File: config.mk
export PLATFORM = sky130hd
export DESIGN_NAME = mono_bitmap_clip_expander_top
export DESIGN_NICKNAME = d
export VERILOG_FILES = /design/src/rtl/core/mbce_pkg.sv /design/src/rtl/core/mono_bitmap_clip_expander_top.sv /design/src/rtl/core/mbce_cfg.sv /design/src/rtl/core/mbce_gen.sv /design/src/rtl/core/mbce_ser.sv
export SDC_FILE = /design/constraint.sdc
export NUM_CORES = 1
export LEC_CHECK = 0
export BUFFER_PORTS_ARGS = -buffer_cell sky130_fd_sc_hd__buf_2
export CAP_MARGIN = 15
export CORE_UTILIZATION = 64
export CTS_CLUSTER_DIAMETER = 120
export DETAILED_ROUTE_END_ITERATION = 10
export HOLD_SLACK_MARGIN = 0.08
export MAX_ROUTING_LAYER = met4
export PLACE_DENSITY = 0.9
export SETUP_SLACK_MARGIN = 0.5
export SLEW_MARGIN = 40
export SYNTH_ARGS = -nofsm -noshare
export SYNTH_HDL_FRONTEND = slang
export SYNTH_SLANG_ARGS = --single-unit
File: constraint.sdc
create_clock -name clk -period 7.1 [get_ports clk]
set_clock_uncertainty 0.15 [all_clocks]
set_input_delay 0.355 -clock clk [delete_from_list [all_inputs] [get_ports clk]]
set_output_delay 0.355 -clock clk [all_outputs]
set_load 0.02 [all_outputs]
File: src/rtl/core/mbce_pkg.sv
`timescale 1ns / 1ps
// ----------------------------------------------------------------------------
// mbce_pkg
// Shared types and constants for the monochrome bitmap clip expander.
// ----------------------------------------------------------------------------
package mbce_pkg;

	localparam int CFG_DATA_W = 32;
	localparam int CFG_IDX_W  = 3;
	localparam int BYTE_BITS  = 8;

	typedef enum logic [CFG_IDX_W-1:0] {
		REG_IMAGE_ORIGIN  = 3'd0,
		REG_BITMAP_WIDTH  = 3'd1,
		REG_BITMAP_HEIGHT = 3'd2,
		REG_CLIP_ORIGIN   = 3'd3,
		REG_CLIP_WIDTH    = 3'd4,
		REG_CLIP_HEIGHT   = 3'd5,
		REG_FORE_COLOUR   = 3'd6,
		REG_BACK_COLOUR   = 3'd7
	} mbce_reg_t;

	localparam logic [31:0] RST_IMAGE_ORIGIN  = 32'h0000_0000;
	localparam logic [10:0] RST_BITMAP_WIDTH  = 11'd8;
	localparam logic [15:0] RST_BITMAP_HEIGHT = 16'd1;
	localparam logic [31:0] RST_CLIP_ORIGIN   = 32'h0000_0000;
	localparam logic [15:0] RST_CLIP_WIDTH    = 16'hFFFF;
	localparam logic [15:0] RST_CLIP_HEIGHT   = 16'hFFFF;
	localparam logic [23:0] RST_FORE_COLOUR   = 24'hFFFFFF;
	localparam logic [23:0] RST_BACK_COLOUR   = 24'h000000;

	typedef struct packed {
		logic [31:0] image_origin;
		logic [10:0] bmp_w;
		logic [15:0] bmp_h;
		logic [31:0] clip_origin;
		logic [15:0] clip_w;
		logic [15:0] clip_h;
		logic [23:0] fore_colour;
		logic [23:0] back_colour;
	} mbce_cfg_t;

	// one byte's worth of work: mask lane k is pixel k from the left, data bit 7-k
	typedef struct packed {
		logic [BYTE_BITS-1:0] mask;
		logic [BYTE_BITS-1:0] data;
		logic [15:0]          base_x;
		logic [15:0]          py;
	} mbce_word_t;

endpackage

File: src/rtl/core/mono_bitmap_clip_expander_top.sv
`timescale 1ns / 1ps
// ----------------------------------------------------------------------------
// mono_bitmap_clip_expander_top
// Expands 1-bpp bitmap bytes into clipped pixel writes (x, y, color).
// ----------------------------------------------------------------------------
// A byte is held in the byte buffer and each visible pixel is then registered
//   in the output register. Throughput: one pixel per cycle from the
//   serializer unless the output stalls; a byte holds the byte buffer until its
//   last visible pixel (eight at most) is sent, a byte with none not at all.
// Reset: counters cleared, registers at defaults, no pixel pending.
// Any register write clears the row and byte counters.
// ----------------------------------------------------------------------------
module mono_bitmap_clip_expander_top import mbce_pkg::*; (
	input  logic                  clk,
	input  logic                  arst_n,
	input  logic                  cfg_we,
	input  logic [CFG_IDX_W-1:0]  cfg_index,
	input  logic [CFG_DATA_W-1:0] cfg_data,
	input  logic                  in_valid,
	output logic                  in_ready,
	input  logic [BYTE_BITS-1:0]  bitmap_byte,
	output logic                  out_valid,
	input  logic                  out_ready,
	output logic signed [15:0]    pixel_x,
	output logic signed [15:0]    pixel_y,
	output logic [23:0]           pixel_color,
	output logic                  last_of_byte
);

	mbce_cfg_t  cfg;
	mbce_word_t word;
	logic       accept;

	assign accept = in_valid && in_ready;

	mbce_cfg u_cfg (
		.clk       (clk),
		.arst_n    (arst_n),
		.cfg_we    (cfg_we),
		.cfg_index (cfg_index),
		.cfg_data  (cfg_data),
		.cfg       (cfg)
	);

	mbce_gen u_gen (
		.clk         (clk),
		.arst_n      (arst_n),
		.cfg         (cfg),
		.clear       (cfg_we),
		.accept      (accept),
		.bitmap_byte (bitmap_byte),
		.word        (word)
	);

	mbce_ser u_ser (
		.clk          (clk),
		.arst_n       (arst_n),
		.cfg          (cfg),
		.accept       (accept),
		.word         (word),
		.in_ready     (in_ready),
		.out_valid    (out_valid),
		.out_ready    (out_ready),
		.pixel_x      (pixel_x),
		.pixel_y      (pixel_y),
		.pixel_color  (pixel_color),
		.last_of_byte (last_of_byte)
	);

endmodule

File: src/rtl/core/mbce_cfg.sv
`timescale 1ns / 1ps
// ----------------------------------------------------------------------------
// mbce_cfg
// Configuration register file with reset defaults.
// ----------------------------------------------------------------------------
module mbce_cfg import mbce_pkg::*; (
	input  logic                  clk,
	input  logic                  arst_n,
	input  logic                  cfg_we,
	input  logic [CFG_IDX_W-1:0]  cfg_index,
	input  logic [CFG_DATA_W-1:0] cfg_data,
	output mbce_cfg_t             cfg
);

	mbce_cfg_t cfg_q;

	always_ff @(posedge clk or negedge arst_n) begin
		if (!arst_n) begin
			cfg_q.image_origin <= RST_IMAGE_ORIGIN;
			cfg_q.bmp_w        <= RST_BITMAP_WIDTH;
			cfg_q.bmp_h        <= RST_BITMAP_HEIGHT;
			cfg_q.clip_origin  <= RST_CLIP_ORIGIN;
			cfg_q.clip_w       <= RST_CLIP_WIDTH;
			cfg_q.clip_h       <= RST_CLIP_HEIGHT;
			cfg_q.fore_colour  <= RST_FORE_COLOUR;
			cfg_q.back_colour  <= RST_BACK_COLOUR;
		end else if (cfg_we) begin
			unique case (mbce_reg_t'(cfg_index))
				REG_IMAGE_ORIGIN:  cfg_q.image_origin <= cfg_data;
				REG_BITMAP_WIDTH:  cfg_q.bmp_w        <= cfg_data[10:0];
				REG_BITMAP_HEIGHT: cfg_q.bmp_h        <= cfg_data[15:0];
				REG_CLIP_ORIGIN:   cfg_q.clip_origin  <= cfg_data;
				REG_CLIP_WIDTH:    cfg_q.clip_w       <= cfg_data[15:0];
				REG_CLIP_HEIGHT:   cfg_q.clip_h       <= cfg_data[15:0];
				REG_FORE_COLOUR:   cfg_q.fore_colour  <= cfg_data[23:0];
				REG_BACK_COLOUR:   cfg_q.back_colour  <= cfg_data[23:0];
				default: ;
			endcase
		end
	end

	assign cfg = cfg_q;

endmodule

File: src/rtl/core/mbce_gen.sv
`timescale 1ns / 1ps
// ----------------------------------------------------------------------------
// mbce_gen
// Row/byte counters and per-lane width and clip tests for the incoming byte.
// ----------------------------------------------------------------------------
module mbce_gen import mbce_pkg::*; (
	input  logic                 clk,
	input  logic                 arst_n,
	input  mbce_cfg_t            cfg,
	input  logic                 clear,
	input  logic                 accept,
	input  logic [BYTE_BITS-1:0] bitmap_byte,
	output mbce_word_t           word
);

	logic [15:0] row_q;
	logic [7:0]  bir_q;

	logic [17:0] sx, sy, cx, cy, cx_end, cy_end, py_w;
	logic        row_in;
	logic [8:0]  row_bytes;
	logic [8:0]  bir_inc;
	logic [16:0] row_inc;
	logic [BYTE_BITS-1:0] lane_ok;

	assign sx     = {{2{cfg.image_origin[15]}}, cfg.image_origin[15:0]};
	assign sy     = {{2{cfg.image_origin[31]}}, cfg.image_origin[31:16]};
	assign cx     = {{2{cfg.clip_origin[15]}}, cfg.clip_origin[15:0]};
	assign cy     = {{2{cfg.clip_origin[31]}}, cfg.clip_origin[31:16]};
	assign cx_end = cx + {2'b00, cfg.clip_w};
	assign cy_end = cy + {2'b00, cfg.clip_h};
	assign py_w   = {2'b00, row_q} + sy;

	assign row_in = (cfg.bmp_h != '0) &&
	                ($signed(py_w) >= $signed(cy)) && ($signed(py_w) < $signed(cy_end));

	always_comb begin
		logic [10:0] idx;
		logic [17:0] px;
		for (int k = 0; k < BYTE_BITS; k++) begin
			idx = {bir_q, 3'(k)};
			px  = {7'd0, idx} + sx;
			lane_ok[k] = row_in && (idx < cfg.bmp_w) &&
			             ($signed(px) >= $signed(cx)) && ($signed(px) < $signed(cx_end));
		end
	end

	assign word.mask   = lane_ok;
	assign word.data   = bitmap_byte;
	assign word.base_x = {5'd0, bir_q, 3'd0} + cfg.image_origin[15:0];
	assign word.py     = py_w[15:0];

	assign row_bytes = 9'((12'(cfg.bmp_w) + 12'd7) >> 3);
	assign bir_inc   = {1'b0, bir_q} + 9'd1;
	assign row_inc   = {1'b0, row_q} + 17'd1;

	always_ff @(posedge clk or negedge arst_n) begin
		if (!arst_n) begin
			row_q <= '0;
			bir_q <= '0;
		end else if (clear) begin
			row_q <= '0;
			bir_q <= '0;
		end else if (accept) begin
			priority if (cfg.bmp_h == '0) begin
				row_q <= '0;
				bir_q <= '0;
			end else if (bir_inc >= row_bytes) begin
				bir_q <= '0;
				if (row_inc >= {1'b0, cfg.bmp_h}) begin
					row_q <= '0;
				end else begin
					row_q <= row_inc[15:0];
				end
			end else begin
				bir_q <= bir_inc[7:0];
			end
		end
	end

endmodule

File: src/rtl/core/mbce_ser.sv
`timescale 1ns / 1ps
// ----------------------------------------------------------------------------
// mbce_ser
// Byte buffer and pixel serializer: one pixel word per cycle into the
// output register unless the output stalls, leftmost pixel first.
// ----------------------------------------------------------------------------
module mbce_ser import mbce_pkg::*; (
	input  logic                clk,
	input  logic                arst_n,
	input  mbce_cfg_t           cfg,
	input  logic                accept,
	input  mbce_word_t          word,
	output logic                in_ready,
	output logic                out_valid,
	input  logic                out_ready,
	output logic signed [15:0]  pixel_x,
	output logic signed [15:0]  pixel_y,
	output logic [23:0]         pixel_color,
	output logic                last_of_byte
);

	logic [BYTE_BITS-1:0] mask_s1;
	logic [BYTE_BITS-1:0] data_s1;
	logic [15:0]          base_x_s1;
	logic [15:0]          py_s1;

	logic                 out_valid_s2;
	logic [15:0]          px_s2;
	logic [15:0]          py_s2;
	logic [23:0]          colour_s2;
	logic                 last_s2;

	logic [BYTE_BITS-1:0] pick;
	logic [BYTE_BITS-1:0] rem;
	logic [2:0]           pick_idx;
	logic                 buf_valid;
	logic                 pop;
	logic                 pick_last;

	assign buf_valid = (mask_s1 != '0);
	assign pick      = mask_s1 & (~mask_s1 + 8'd1);
	assign rem       = mask_s1 & ~pick;
	assign pick_last = (rem == '0);
	assign pop       = buf_valid && (!out_valid_s2 || out_ready);
	assign in_ready  = !buf_valid || (pop && pick_last);

	always_comb begin
		pick_idx = '0;
		for (int k = 0; k < BYTE_BITS; k++) begin
			if (pick[k]) begin
				pick_idx = 3'(k);
			end
		end
	end

	always_ff @(posedge clk or negedge arst_n) begin
		if (!arst_n) begin
			mask_s1      <= '0;
			out_valid_s2 <= 1'b0;
		end else begin
			if (accept) begin
				mask_s1 <= word.mask;
			end else if (pop) begin
				mask_s1 <= rem;
			end
			if (pop) begin
				out_valid_s2 <= 1'b1;
			end else if (out_ready) begin
				out_valid_s2 <= 1'b0;
			end
		end
	end

	always_ff @(posedge clk) begin
		if (accept) begin
			data_s1   <= word.data;
			base_x_s1 <= word.base_x;
			py_s1     <= word.py;
		end
		if (pop) begin
			px_s2     <= base_x_s1 + {13'd0, pick_idx};
			py_s2     <= py_s1;
			colour_s2 <= data_s1[~pick_idx] ? cfg.back_colour : cfg.fore_colour;
			last_s2   <= pick_last;
		end
	end

	assign out_valid    = out_valid_s2;
	assign pixel_x      = $signed(px_s2);
	assign pixel_y      = $signed(py_s2);
	assign pixel_color  = colour_s2;
	assign last_of_byte = last_s2;

`ifndef SYNTHESIS
	a_load: assert property (@(posedge clk) disable iff (!arst_n)
		accept |=> (mask_s1 == $past(word.mask)))
		else $error("byte buffer not loaded on accept");
	a_keep: assert property (@(posedge clk) disable iff (!arst_n)
		(pop && !pick_last) |=> (buf_valid && !$past(accept)))
		else $error("byte dropped pixels or took a word while busy");
	a_emit: assert property (@(posedge clk) disable iff (!arst_n)
		pop |=> out_valid_s2)
		else $error("popped pixel did not reach output register");
`endif

endmodule
# Word level (Yosys, flattened, before mapping)
# Cells that the tools add are included.
# classes
magnitude_cmp,29
reduce_logical,51
eq_ne,7
bitwise,5
muxes,23
n_addsub,17
# ops
operator,n
greater-or-equal comparator 17 x 16 -> 1 bit,9
less-than comparator 17 x 18 -> 1 bit,8
adder 12 x 16 -> 17 bit,8
less-than comparator 11 bit,8
2-to-1 mux 16 bit,5
2-to-1 mux 8 bit,6
adder 16 x 17 -> 18 bit,2
logical AND 1 bit,29
2-to-1 mux 24 bit,1
adder 17 x 16 -> 18 bit,1
greater-or-equal comparator 18 x 16 -> 1 bit,1
less-than comparator 18 bit,1
2-to-1 mux 3 bit,6
AND reduction 2 bit,9
"adder 16 x 1 -> 17 bit, second input constant",1
adder 11 x 16 -> 16 bit,1
adder 16 x 3 -> 16 bit,1
AND 8 bit,2
zero test 16 bit,1
NOT 8 bit,2
nonzero test 16 bit,1
"adder 11 x 3 -> 12 bit, second input constant",1
"== test 3 bit, second input constant",4
"adder 8 x 1 -> 9 bit, second input constant",1
other kinds (15),23
# word_totals
elab_cells,151
register_bits,301
out_inout_bits,59
inputBits,48

# Depth between registers and ports, before layout
# Gate-level depths: netlist of run 1.
# logic_depth
depth_word,14
ltp_mapped,24
ltp_nobuf,24

# Modules after synthesis
# A second synthesis of run 1 with hierarchy kept.
# unflattened
hier_cells,2262
hier_area_um2,23956.7
# by_module_without_submodules
mod,area_per_inst_um2,seq_area_each_um2,cells_each,n_inst
mbce_gen,13131.3,600.6,1650,1
mbce_cfg,6561.3,4351.7,370,1
mbce_ser,4257.8,3138.0,241,1
mono_bitmap_clip_expander_top,6.3,0.0,1,1

# Worst setup path after synthesis of run 1
# OpenSTA, ideal clock, no wires.
# synth_timing
path_kind,register to register
startpoint,"register u_cfg.cfg_q, in the netlist u_cfg.cfg[80]"
endpoint,register u_ser.mask_s1[3]
t_required_ns,6.874
n_path_buf,0
setup_ns,0.076
period_less_slack_ns,5.120
stages_incl_launch_ff,24
arrival_time_ns,4.894
setup_slack_ns,1.980
cell_sequence,dfrtp_1 -> ha_1 -> fa_1 -> a21o_1 -> a21oi_1 -> o21bai_1 -> a21oi_1 -> nor2b_1 -> o21a_1 -> o31a_1 -> o41ai_1 -> o21bai_1 -> a21oi_1 -> xor2_1 -> ha_1 -> nand4_1 -> a21oi_1 -> a311oi_1 -> nand3b_1 -> o21a_1 -> a21oi_1 -> o211ai_1 -> or3b_1 -> o21ai_1
# synth_between
elab_chain_cells,4
word_cells_on_any_way,6
classes_between,add/sub (1); order compare (2); mux (1); reduce/logical (2)
# synth_lines
item,line_no,text
"start, declared",mbce_cfg.sv:15,mbce_cfg_t cfg_q;
adder 16 x 17 -> 18 bit or greater-or-equal comparator 17 x 16 -> 1 bit (tied branches),"mbce_gen.sv:30, mbce_gen.sv:44",
less-than comparator 17 x 18 -> 1 bit or logical AND 1 bit (tied branches),"mbce_gen.sv:44, mbce_gen.sv:43",
logical AND 1 bit (*),mbce_gen.sv:44,($signed(px) >= $signed(cx)) && ($signed(px) < $signed(cx_end));
2-to-1 mux 8 bit (*),mbce_ser.sv:61,if (accept) begin
"end signal, assigned",mbce_ser.sv:62,mask_s1 <= word.mask;
"end signal, assigned",mbce_ser.sv:64,mask_s1 <= rem;
"end, declared",mbce_ser.sv:22,logic [BYTE_BITS-1:0] mask_s1;
# Every way passes the cells marked *; elsewhere a longest branch is shown, timed or not.
# A chain may end at the register's enable or synchronous reset.

# Worst setup path after layout of run 1
# Ends and elaborated chain as after synthesis.

==> results.ini, run 1 <==
[status]
status = finished, violations left
violations = DRC

[clock_network]
cts_root_buffer = clkbuf_16
cts_resized = 0
clock_latency_ps = 610
clock_sinks = 301
h-tree-depth = 1
clk_pin_slew_ps = 60
clockBufferDepth = 3
post_cts.repair.setup_buffers = 0
cts_made_buffers = 31
cts_tree = done

[die]
row_count = 69
io_pins = 107
fp.dieH_um = 193
die_area_sq_um = 37300
core_area_sq_um = 35700
start_util_pct = 65.4
die_w_um = 193

[place]
hpwlAfterDp_um = 53300
portBuffers = 106
place_congestion = 1.11
dp_slack_ps = 1230

[synth]
synth_ff_type = dfrtp_1
syn-cell-area_sq_um = 23400
ys_seq_elements = 301
yosysSeqAreaShare_pct = 34.6
synth_nets = 2713
avgSynthCellArea_sq_um = 10.3
synth.distinct_cells = 78
yosys_warnings = 0
netlist_instances = 2265
synth_enable_flop_cells = 97
async_flop_share_pct = 67.8

[route]
drt_wl_total_um = 76200
first_iter_violations = 1822
viasPerCell = 6.82
avgRoutedWirePerCell_um = 26.2
drc = 4
num_vias = 19874
dr.pass1.iters = 11
ant_nets = 0

[critical_path]
path_class = reg2reg
required_ps = 7480
cp-start-kind = flop
critPathCaptureType = flop
setup.worst_path.start = u_cfg.cfg[80]
worst-path-max-fanout = 8
r2r-start = u_cfg.cfg[80]
cp_data_arrival_time_ps = 6450

[power_and_ir_drop]
power.total_mw = 11.9
leakage_nw = 12.0
ir_drop_uv = 325
power.density_nw_per_um2 = 456

[global_route]
grt_use_met1_pct = 46.1
grt_max_degree = 79
grt_pass1_wl_um = 117000
use_met3_pct = 7.38
use_met2_pct = 70.3
grt-ovfl-total = 0
grt_pass1_vias = 21116
antenna_found_initial = 2
grt_busiest_layer = met2
grt_usage_pct = 43.1

[flow_run]
drv_cap = 0

[timing]
max_slew_margin_pct = 43.7
timing.fmax_mhz = 165
fin_tns_setup_ps = 0
setup_viol = 0
post-route-min-period_ps = 6070
tightest_slew_ps = 844
drv_slew = 0
final-hold-violation-count = 0
rsz0062_at_grt = false
fin_crit_sh_pct = 85.4
fin_ws_ps = 1030

[cells_and_area]
final_core_util_pct = 73.3
drive_above_1_share_pct = 17.9
final.fill_count = 2350
area_growth_pct = 12.0
nNetsFinal = 2873

[min_path]
worstHoldStart = in_valid
hold_class = in2reg

-- cells by family after synthesis --
logic type      count (synthesis)  share of synthesized area, %
simple gates                  437                          9.37
buf+inv                       179                          2.92
xor+xnor                      190                          7.11
fa+ha+maj                     404                          21.8
mux                           172                          8.26
flops                         301                          34.6
compound gates                582                          16.0
-- synth_stat cells, drive strengths merged (17+ instances only) --
cell type	n	area [sq um]
ha	394	4930
mux2	168	1890
o21ai	161	821
a21oi	148	741
dfrtp	146	3650
inv	121	454
xnor2	120	1050
nand2	108	405
nor2	99	372
edfxtp	97	2910
a21o	80	601
xor2	70	613
dfstp	58	1520
o21a	49	368
nand3	48	240
clkbuf	46	174
nand2b	33	206
nor2b	33	206
nor3	27	146
nand4	24	150
and3	17	106
-- layout make-up --
class / instances / area [sq um] / area share (%)
Sequential cell: 301 / 8090 / 30.9
Timing Repair Buffer: 184 / 1240 / 4.74
Clock buffer: 46 / 977 / 3.73
Clock inverter: 12 / 125 / 0.478
Multi-Input combinational cell: 1785 / 14700 / 56.2
Tap cell: 461 / 577 / 2.20
Inverter: 122 / 458 / 1.75
Antenna cell: 2 / 5.00 / 0.0191
-- stage by stage --
stage,hold slack (ps),instances,cell area (sq um)
6_report,124,2913,26200
5_1_grt,120,2912,26200
4_1_cts,89.8,2911,26200
3_5_place_dp,256,2811,24600
3_3_place_gp,255,2808,24600
2_1_floorplan,-90.6,2265,23400
-- per-layer routing --
metal  part of all wire, %  wire length (um)
met5                     0                 0
met3                   7.6              5770
met1                    35             27000
met4                   9.6              7310
met2                    47             36200
-- worst max-delay path, stage by stage, from the launching register on --
cell	delay, ps
dfrtp_1	430
ha_1	240
fa_1	420
a21o_1	190
a21oi_1	220
o21bai_1	140
a21oi_1	290
nor2b_1	90
o21a_1	200
o31a_1	320
o41ai_2	480
o21bai_1	130
a21oi_1	260
xor2_2	570
ha_1	350
nand4_1	100
a21oi_1	60
a311oi_1	420
nand3b_1	120
o21a_1	120
a21oi_1	110
o211ai_1	100
or3b_1	380
o21ai_1	110
-- layout by cell type, fill, tap and decap left out, types with 97 or more instances in the layout --
| master | synthesis | routed |
|---|---|---|
| mux2_2 | 147 | 147 |
| inv_1 | 121 | 121 |
| nand2_1 | 108 | 108 |
| o21ai_0 | 154 | 153 |
| ha_1 | 394 | 394 |
| buf_2 | 1 | 105 |
| a21oi_1 | 148 | 147 |
| xnor2_1 | 120 | 118 |
| nor2_1 | 99 | 98 |
| edfxtp_1 | 97 | 97 |
| dfrtp_1 | 146 | 146 |
-- report_power, final --
part	total [mW]	switching, mW	internal [mW]	leakage, nW
Clock	1.78	0.748	1.03	0.550
Sequential	2.95	0.389	2.56	3.35
Combinational	7.22	4.39	2.83	8.14
-- path summary, 6_finish.rpt --
| path | to | slack, ps | depth (start not counted) |
|---|---|---|---|
| max | u_ser.mask_s1[3] | 1030 | 23 |
| min | u_ser.mask_s1[0] | 120 | 4 |
| max reg2reg | u_ser.mask_s1[3] | 1030 | 23 |
| min reg2reg | u_ser.pixel_y[15] | 270 | 0 |
| max in group asynchronous | u_cfg.cfg[80] | 5470 | 3 |
| min in group asynchronous | u_cfg.cfg[111] | 200 | 2 |
-- flip-flops by register name (all words and copies together) (netlist names) --
register	cells
u_gen.row_q	16
u_ser.pixel_color	24
u_ser.mask_s1	8
u_ser.py_s1	16
u_ser.last_of_byte	1
u_gen.bir_q	8
u_ser.out_valid	1
u_cfg.cfg	171
u_ser.data_s1	8
u_ser.pixel_y	16
u_ser.base_x_s1	16
u_ser.pixel_x	16
-- timing repair --
action	4_1_cts	5_1_grt
endpoints found under the hold margin	192	0
endpoints found under the setup margin	0	0
hold buffers	42	0
Note: power is estimated with default switching activity, not from simulation.
==> run 2, diff against run 1 <==
- BUFFER_PORTS_ARGS: -buffer_cell sky130_fd_sc_hd__buf_2 -> default
- CORE_UTILIZATION: 64 -> 66
- DONT_BUFFER_PORTS: default -> 1
==> results.ini, run 2 (synthesis gave the netlist of run 1 again) <==
[status]
status = complete, no violations  ; was finished, violations left

[die]
die_w_um = 190  ; was 193 um
row_count = 68  ; was 69
die_area_sq_um = 36200  ; was 37300 sq um
start_util_pct = 67.4  ; was 65.4%
core_area_sq_um = 34700  ; was 35700 sq um
io_pins = 107  ; unchanged
fp.dieH_um = 190  ; was 193 um

[cells_and_area]
nNetsFinal = 2789  ; was 2873
mostFrequentLayoutCell = ha_1  ; unchanged
final.fill_count = 2164  ; was 2350
layout_common_cells = 393 x ha_1, 152 x o21ai_0, 147 x a21oi_1, 147 x mux2_2, 146 x dfrtp_1  ; was 394 x ha_1, 153 x o21ai_0, 147 x a21oi_1, 147 x mux2_2, 146 x dfrtp_1
largest_reg_flops = 171  ; unchanged
area_growth_pct = 10.8  ; was 12.0%
drive_above_1_share_pct = 14.4  ; was 17.9%
stdcell_count = 2830  ; was 2913

[critical_path]
cp_data_arrival_time_ps = 6480  ; was 6450 ps
worst-path-max-fanout = 8  ; unchanged
critPathCaptureType = flop  ; unchanged
cp-start-kind = flop  ; unchanged
required_ps = 7420  ; was 7480 ps
path_class = reg2reg  ; unchanged

[timing]
fin_tns_setup_ps = 0  ; unchanged
rsz0062_at_grt = false  ; unchanged
max_slew_margin_pct = 45.2  ; was 43.7%
tightest_slew_ps = 814  ; was 844 ps
setup_viol = 0  ; unchanged
fin_crit_sh_pct = 86.7  ; was 85.4%
drv_slew = 0  ; unchanged
timing.fmax_mhz = 162  ; was 165 MHz
post-route-min-period_ps = 6160  ; was 6070 ps
final-hold-violation-count = 0  ; unchanged

[global_route]
grt_max_degree = 205  ; was 79
antenna_found_initial = 3  ; was 2
grt_pass1_wl_um = 117000  ; about the same
grt_pass1_vias = 20396  ; was 21116
grt_usage_pct = 44.7  ; was 43.1%
grt-ovfl-total = 0  ; unchanged

[clock_network]
h-tree-depth = 2  ; was 1
clock_latency_ps = 590  ; was 610 ps
cts_resized = 0  ; unchanged
post_cts.repair.setup_buffers = 0  ; unchanged
clockBufferDepth = 3  ; unchanged
cts_root_buffer = clkbuf_16  ; unchanged
cts_made_buffers = 35  ; was 31
cts_tree = done  ; unchanged
clk_pin_slew_ps = 60  ; about the same
clock_sinks = 301  ; unchanged

[route]
num_vias = 19494  ; was 19874
drt_wl_total_um = 78700  ; was 76200 um
dr.pass1.iters = 7  ; was 11
ant_nets = 0  ; unchanged
avgRoutedWirePerCell_um = 27.8  ; was 26.2 um
first_iter_violations = 1777  ; was 1822
drc = 0  ; was 4
viasPerCell = 6.89  ; was 6.82

[min_path]
hold_class = in2async  ; was in2reg

[place]
hpwlAfterDp_um = 54300  ; was 53300 um
place_inst = 2707  ; was 2811
portBuffers = 0  ; was 106
place_congestion = 1.06  ; was 1.11

[power_and_ir_drop]
leakage_nw = 11.7  ; was 12.0 nW
power.density_nw_per_um2 = 464  ; was 456 nW/um^2
ir_drop_uv = 386  ; was 325 uV

[flow_run]
drv_cap = 0  ; unchanged

run 2: per-stage QoR:
step | area [sq um] | setup slack (ps) | util, % | hold slack, ps | power (mW)
2_1_floorplan | 23400 | 1980 | - | -90.6 | 7.52
3_3_place_gp | 24100 | 1040 | 69.4 | -85.4 | 9.32
3_5_place_dp | 24100 | 1140 | 69.6 | -85.2 | 9.65
4_1_cts | 25800 | 1020 | 74.4 | 86.0 | 11.7
5_1_grt | 25900 | 626 | 74.7 | 107 | 12.7
6_report | 25900 | 943 | 74.7 | 106 | 12.0
run 2: critical path, stage by stage (launching register included):
cell      delay, ps
dfrtp_1         430
ha_1            240
fa_1            410
a21o_1          170
a21oi_1         300
o21bai_1        130
a21oi_1         310
nor2b_1         110
o21a_1          210
o31a_1          290
o41ai_1         540
o21bai_1        120
a21oi_1         250
xor2_2          550
ha_1            340
nand4_1          90
a21oi_1          50
a311oi_1        410
nand3b_1        130
o21a_1          120
a21oi_1         110
o211ai_1        100
or3b_1          390
o21ai_1         130
run 2: timing repair:
item	4_1_cts	5_1_grt
endpoints found under the setup margin	0	0
hold buffers	50	0
endpoints found under the hold margin	392	0
run 2: area by class of cell:
| class | count | area, sq um | area share (%) |
|---|---|---|---|
| Tap cell | 455 | 569 | 2.20 |
| Timing Repair Buffer | 96 | 911 | 3.51 |
| Inverter | 122 | 458 | 1.77 |
| Clock inverter | 19 | 193 | 0.743 |
| Sequential cell | 301 | 8090 | 31.2 |
| Multi-Input combinational cell | 1785 | 14700 | 56.7 |
| Antenna cell | 7 | 17.5 | 0.0676 |
| Clock buffer | 45 | 977 | 3.77 |
run 2: path summary, 6_finish.rpt:
kind / startpoint / endpoint / slack (ps) / cells past startpoint
max in group asynchronous: arst_n / u_cfg.cfg[63] / 5500 / 4
setup reg to reg: u_cfg.cfg[80] / u_ser.mask_s1[3] / 940 / 23
setup / recovery: u_cfg.cfg[80] / u_ser.mask_s1[3] / 940 / 23
hold / removal: arst_n / u_cfg.cfg[104] / 110 / 2
hold reg to reg: u_ser.py_s1[3] / u_ser.pixel_y[3] / 270 / 0
min in group clk: cfg_we / u_gen.row_q[6] / 110 / 4
run 2: power breakdown:
part,total (mW),internal [mW],switching [mW]
registers,3.21,2.58,0.634
logic,6.95,2.75,4.20
clock network,1.87,1.06,0.810
run 2: per-layer routing:
metal	GRT usage (%)	vias to the layer above	wire (um)
li1	-	8492	-
met1	47.1	9359	27700
met2	74.8	1171	38100
met3	6.44	472	5280
met4	36.5	0	7630
met5	-	-	0
